`src/hw/rtl/pal_pkg.sv`:
```
// ----------------------------------------------------------------------------
// pal_pkg
// Shared types and constants for the positional array list: capacity,
// request codes, cell commands and field widths.
// ----------------------------------------------------------------------------
package pal_pkg;

    // list geometry
    localparam int CAPACITY  = 64;
    localparam int IDX_W     = $clog2(CAPACITY);
    localparam int CNT_W     = 7;
    localparam int POS_W     = 8;
    localparam int DATA_W    = 32;
    localparam int ACT_W     = 3;

    // read-out tree: taps are or-ed in groups, one register per group
    localparam int GROUP     = 8;
    localparam int NGROUPS   = CAPACITY / GROUP;

    // request codes
    localparam logic [ACT_W-1:0] ACT_INSERT = 3'd0;
    localparam logic [ACT_W-1:0] ACT_REMOVE = 3'd1;
    localparam logic [ACT_W-1:0] ACT_GET    = 3'd2;
    localparam logic [ACT_W-1:0] ACT_SET    = 3'd3;
    localparam logic [ACT_W-1:0] ACT_CLEAR  = 3'd4;

    // commands broadcast to the cell row
    localparam logic [2:0] CELL_HOLD = 3'd0;
    localparam logic [2:0] CELL_INS  = 3'd1;
    localparam logic [2:0] CELL_REM  = 3'd2;
    localparam logic [2:0] CELL_SET  = 3'd3;
    localparam logic [2:0] CELL_GET  = 3'd4;

    typedef struct packed {
        logic [2:0]        op;
        logic [IDX_W-1:0]  idx;
        logic [DATA_W-1:0] value;
    } cell_cmd_t;

endpackage

```
`src/hw/rtl/pal_cell.sv`:
```
// ----------------------------------------------------------------------------
// pal_cell
// One list slot. Holds an entry and, on command, takes its left neighbor
// (insert shift), its right neighbor (remove shift) or the broadcast word.
// ----------------------------------------------------------------------------
module pal_cell
    import pal_pkg::*;
(
    input  logic              clk,
    input  cell_cmd_t         cmd,
    input  logic [IDX_W-1:0]  cell_idx,
    input  logic [DATA_W-1:0] left_data,
    input  logic [DATA_W-1:0] right_data,
    output logic [DATA_W-1:0] data,
    output logic [DATA_W-1:0] tap
);

    logic [DATA_W-1:0] data_reg;
    logic [DATA_W-1:0] data_next;
    logic              at_idx;
    logic              past_idx;

    assign at_idx   = (cell_idx == cmd.idx);
    assign past_idx = (cell_idx > cmd.idx);

    // next entry for this slot
    always_comb
    begin
        data_next = data_reg;
        case (cmd.op)
            CELL_INS:
            begin
                if (at_idx)
                begin
                    data_next = cmd.value;
                end
                else if (past_idx)
                begin
                    data_next = left_data;
                end
            end
            CELL_REM:
            begin
                if (at_idx || past_idx)
                begin
                    data_next = right_data;
                end
            end
            CELL_SET:
            begin
                if (at_idx)
                begin
                    data_next = cmd.value;
                end
            end
            default:
            begin
                data_next = data_reg;
            end
        endcase
    end

    always_ff @(posedge clk)
    begin
        data_reg <= data_next;
    end

    // read tap: entry shows only when this slot is addressed by a get
    assign tap  = ((cmd.op == CELL_GET) && at_idx) ? data_reg : '0;
    assign data = data_reg;

endmodule

```
`config.mk`:
```
export PLATFORM = sky130hd
export DESIGN_NAME = pal_cell
export DESIGN_NICKNAME = d
export VERILOG_FILES = /design/src/hw/rtl/pal_pkg.sv /design/src/hw/rtl/pal_cell.sv
export SDC_FILE = /design/constraint.sdc
export NUM_CORES = 1
export LEC_CHECK = 0
export ABC_AREA = 1
export BUFFER_PORTS_ARGS = -buffer_cell sky130_fd_sc_hd__buf_2
export CAP_MARGIN = 10
export CORE_MARGIN = 1.5
export CORE_UTILIZATION = 41
export CTS_CLUSTER_DIAMETER = 120
export DETAILED_ROUTE_END_ITERATION = 16
export PLACE_DENSITY = 0.81
export SYNTH_ARGS = -nofsm -noshare
export SYNTH_HDL_FRONTEND = slang
export SYNTH_SLANG_ARGS = --single-unit
```
`constraint.sdc`:
```
create_clock -name clk -period 3.8 [get_ports clk]
set_input_delay 0.38 -clock clk [delete_from_list [all_inputs] [get_ports clk]]
set_output_delay 0.38 -clock clk [all_outputs]
set_load 0.01 [all_outputs]
```
; ---- Word-level counts from Yosys, hierarchy flattened
; Index checks and enable logic that the tools add are counted.
[totals]
regBits = 32
inputBits = 112
elab_cells = 20
[classes]
order_cmp = 1
eq_ne = 8
mux = 6
n_reduce_logical = 4
[op_table]
columns = operator, n
row1 = $mux 32, 5
row2 = $pmux 32 s3, 1
row3 = $eq 3x2->1 const B, 2
row4 = $eq 6x6->1, 1
row5 = $gt 6x6->1, 1
row6 = $ne 2x2->1 const B, 2
row7 = $reduce_and 4->1, 1
row8 = $eq 3x1->1 const B, 1
row9 = $eq 3x3->1 const B, 1
row10 = $ne 3x3->1 const B, 1
row11 = $reduce_bool 3->1, 1
row12 = $logic_and 1x1->1, 1
row13 = $logic_or 1x1->1, 1

; ---- Longest topological paths before layout
[depth]
ltp_word = 4
mapped_depth = 10
depth_no_buf = 9

; ---- Worst setup path before layout
; No wires, ideal clock.
[synth_timing]
path_kind = input to register
start = input cmd[37] (netlist bit)
end = register data_reg[0] (netlist: data[0]) (enable)
arrival_ns = 2.615
slack_ns = 0.763
cell_stages = 9
path_buffers = 1
cell_sequence = inv_1 > ha_1 > nand2_2 > nor2_4 > nand2_2 > clkbuf_1 > nand2_1 > nand2_1 > nor2_1
[synth_via]
elab_chain_len = 4
[synth_rtl]
columns = item, line
row1 = from (decl), pal_cell.sv:10  ; input cell_cmd_t cmd,
row2 = $gt 6x6->1 or $eq 6x6->1 (tied branches), "pal_cell.sv:24, pal_cell.sv:23"
row3 = $logic_or 1x1->1, pal_cell.sv:44  ; if (at_idx || past_idx)
row4 = $ne 2x2->1 (no line), -
row5 = $reduce_and 4->1 (no line) (*), -
row6 = to (signal assigned), pal_cell.sv:65  ; data_reg <= data_next;
row7 = to (decl), pal_cell.sv:18  ; logic [DATA_W-1:0] data_reg;
; Mark *: on every way between the ends. The rest lies on a longest branch, timed or not.
; A chain may end at the register's enable or synchronous reset.

; ---- Worst setup path in the final report
; Same ends and word-level chain as after synthesis.

==> flow_metrics.env <==
export IMPL_yosys_top_cells_area="sky130_fd_sc_hd__edfxtp_1, sky130_fd_sc_hd__inv_1, sky130_fd_sc_hd__o21ai_1"
export IMPL_clock_fmax_mhz=481
export IMPL_worst_ep_arrival_time_ns=1.98
export IMPL_global_route_overflow_total=0
export IMPL_drt_pre_antenna_iters=4
export IMPL_power_leakage_nw=1.95
export IMPL_synth_warning_count=0
export IMPL_cts_root_buf="sky130_fd_sc_hd__clkbuf_8"
export IMPL_power_per_cell_area_nw_per_um2=285
export IMPL_max_clock_path_buffers=2
export IMPL_numPortBuffers=175
export IMPL_total_routing_usage_reported_by_global_routing_pct=22.2
export IMPL_die_area_um2=6240
export IMPL_min_path_type="in -> reg"
export IMPL_drive_above_1_share_pct=39.3
export IMPL_die_height_um=79.0
export IMPL_route_antenna_remaining_nets=0
export IMPL_htree_num_levels=2
export IMPL_final_min_period_over_clock_period_pct=54.7
export IMPL_initial_utilization_pct=42.7
export IMPL_report_final_setup_viol=0
export IMPL_synth_net_count=438
export IMPL_post_dp_hpwl_um=5390
export IMPL_largest_register_ff_count=32
export IMPL_drt_wl_total_um=6990
export IMPL_mostFrequentLayoutCell="sky130_fd_sc_hd__buf_2"
export IMPL_relSlewSlack_pct=43.4
export IMPL_core_area_um2=5540
export IMPL_post_cts_resized_instances=0
export IMPL_total_power_uw=951
export IMPL_final_max_slew_viol_count=0
export IMPL_layout_area_overhead_vs_synth_pct=41.1
export IMPL_seq_area_frac_synth_pct=40.6
export IMPL_antenna_diode_count=0
export IMPL_layout_common_cells="sky130_fd_sc_hd__buf_2, sky130_fd_sc_hd__inv_1, sky130_fd_sc_hd__o21ai_1, sky130_fd_sc_hd__nand2_1, sky130_fd_sc_hd__nor2_1"
export IMPL_remaining_drc_errors=0
export IMPL_worst_setup_path_start_kind="input pin"
export IMPL_status="complete, no violations"
export IMPL_floorplan_rows=27
export IMPL_post_cts_buffers=0
export IMPL_holdPathStages=3
export IMPL_cts_sinks=32
export IMPL_ys_ff_latch=32
export IMPL_largest_net_degree_at_the_start_of_global_routing=65
export IMPL_synthCells=320
export IMPL_synthesized_cell_area_um2=2370
export IMPL_finalWorstPathRequiredPeriod_ns=2.08
export IMPL_hold_path_endpoint="data[11]"
export IMPL_clk_pin_slew_worst_paths_ns=0.06
export IMPL_hp_start="right_data[11]"
export IMPL_cts_hold_buf=0
export IMPL_endpoint_kind="register"
export IMPL_synth_distinct_cells=19
export IMPL_first_iter_violations=147
export IMPL_first_global_vias=2423
export IMPL_vias_per_cell=4.78
export IMPL_gp_routability_congestion=0.895
export IMPL_boundaryPins=176
export IMPL_tritoncts="yes"
export IMPL_cp_required_ns=3.70
export IMPL_post_synth_top_area_fraction_pct=40.6
export IMPL_synthesis_area_per_instance_um2=7.40
export IMPL_timing_setup_tns_ns=0
export IMPL_crit_path_max_fanout=32
export IMPL_cts_buffers=5
export IMPL_hold_viol_final=0
export IMPL_grt_pass1_wl_um=10900
export IMPL_detail_route_wl_per_cell_um=12.5
export IMPL_dieWidth_um=79.0
export IMPL_worstMarginPinSlew_ns=0.847
export IMPL_number_of_max_capacitance_violations_reported=0
export IMPL_vias=2679
export IMPL_num_nets_final=606
export IMPL_irDropWorstVdd_mv=0.142
export IMPL_yosysTopAreaCell="sky130_fd_sc_hd__edfxtp_1"
export IMPL_grt_antenna_before_repair=0
export IMPL_critPathKind="in -> reg"
export IMPL_rsz0062_at_grt="no"
## critical path, cell delays in order
cell and delay, ns:
sky130_fd_sc_hd__buf_2 0.08, sky130_fd_sc_hd__inv_1 0.03, sky130_fd_sc_hd__ha_1 0.29, sky130_fd_sc_hd__nand2_2 0.07
sky130_fd_sc_hd__nor2_4 0.13, sky130_fd_sc_hd__o21ai_0 0.12, sky130_fd_sc_hd__nand3_1 0.09, sky130_fd_sc_hd__nand2_1 0.09
sky130_fd_sc_hd__nor2_4 0.67
## Yosys cell counts
library cell,instances
sky130_fd_sc_hd__buf_6,5
sky130_fd_sc_hd__nor2_1,36
sky130_fd_sc_hd__a21o_1,1
sky130_fd_sc_hd__buf_2,7
sky130_fd_sc_hd__o21ai_1,54
sky130_fd_sc_hd__inv_1,77
sky130_fd_sc_hd__nand2_1,43
sky130_fd_sc_hd__buf_1,2
sky130_fd_sc_hd__o21ai_0,11
sky130_fd_sc_hd__clkbuf_1,5
sky130_fd_sc_hd__ha_1,6
sky130_fd_sc_hd__nor2_2,1
sky130_fd_sc_hd__nand2_2,2
sky130_fd_sc_hd__a22oi_1,32
sky130_fd_sc_hd__nor3_1,1
sky130_fd_sc_hd__nand3_1,2
sky130_fd_sc_hd__nor2_4,1
sky130_fd_sc_hd__a21oi_1,2
sky130_fd_sc_hd__edfxtp_1,32
## layer usage
layer	global-route usage, %	routed length, um	vias up	part of all wire, %
li1	-	-	1374	-
met1	25.5	2770	1192	40
met2	40.3	3690	105	53
met3	3.91	444	8	6.4
met4	8.77	87	0	1.2
met5	0	0	-	0
## cells by family (layout without fill, tap and decap cells)
kind of cell | Yosys count | count (layout) | synth area share (%)
simple gates | 86 | 86 | 14.4
compound gates | 100 | 100 | 24.6
buf+inv | 96 | 264 | 17.2
fa+ha+maj | 6 | 6 | 3.17
flops | 32 | 32 | 40.6
## worst max path at each step
stage	startpoint	endpoint	slack [ns]	cells past startpoint
after floorplan	cmd[37]	data[0]	0.76	9
after global placement	cmd[37]	data[29]	1.48	9
after detailed placement	cmd[37]	data[21]	1.43	9
after CTS	cmd[37]	data[9]	1.71	9
after global routing	cmd[37]	data[28]	1.57	9
final	cmd[37]	data[0]	1.72	9
## where the power goes
group,internal [mW],total [mW],switching (mW)
clock,0.124,0.229,0.105
combinational,0.112,0.250,0.138
sequential,0.446,0.471,0.0253
## area by class of cell
cell class	instances	area, um^2
fill	540	2200
sequential	32	961
multi-input combinational	192	1010
clock buffer	6	72.6
inverter	77	289
clock inverter	1	5.00
tap	72	90.1
timing repair buffer	180	913
## per-stage QoR
stage                     worst slack (ns)  area [um^2]  hold slack [ns]  std cells  utilization [%]
final                                 1.72         3340            0.412        560             60.3
after global routing                  1.57         3340            0.419        560             60.3
after CTS                             1.71         3340            0.404        560             60.3
after detailed placement              1.43         3260            0.692        553             58.9
after global placement                1.48         3260            0.687        553             58.9
after floorplan                      0.763         2370            0.589        320                -
Note: power is estimated with default switching activity, not from simulation.
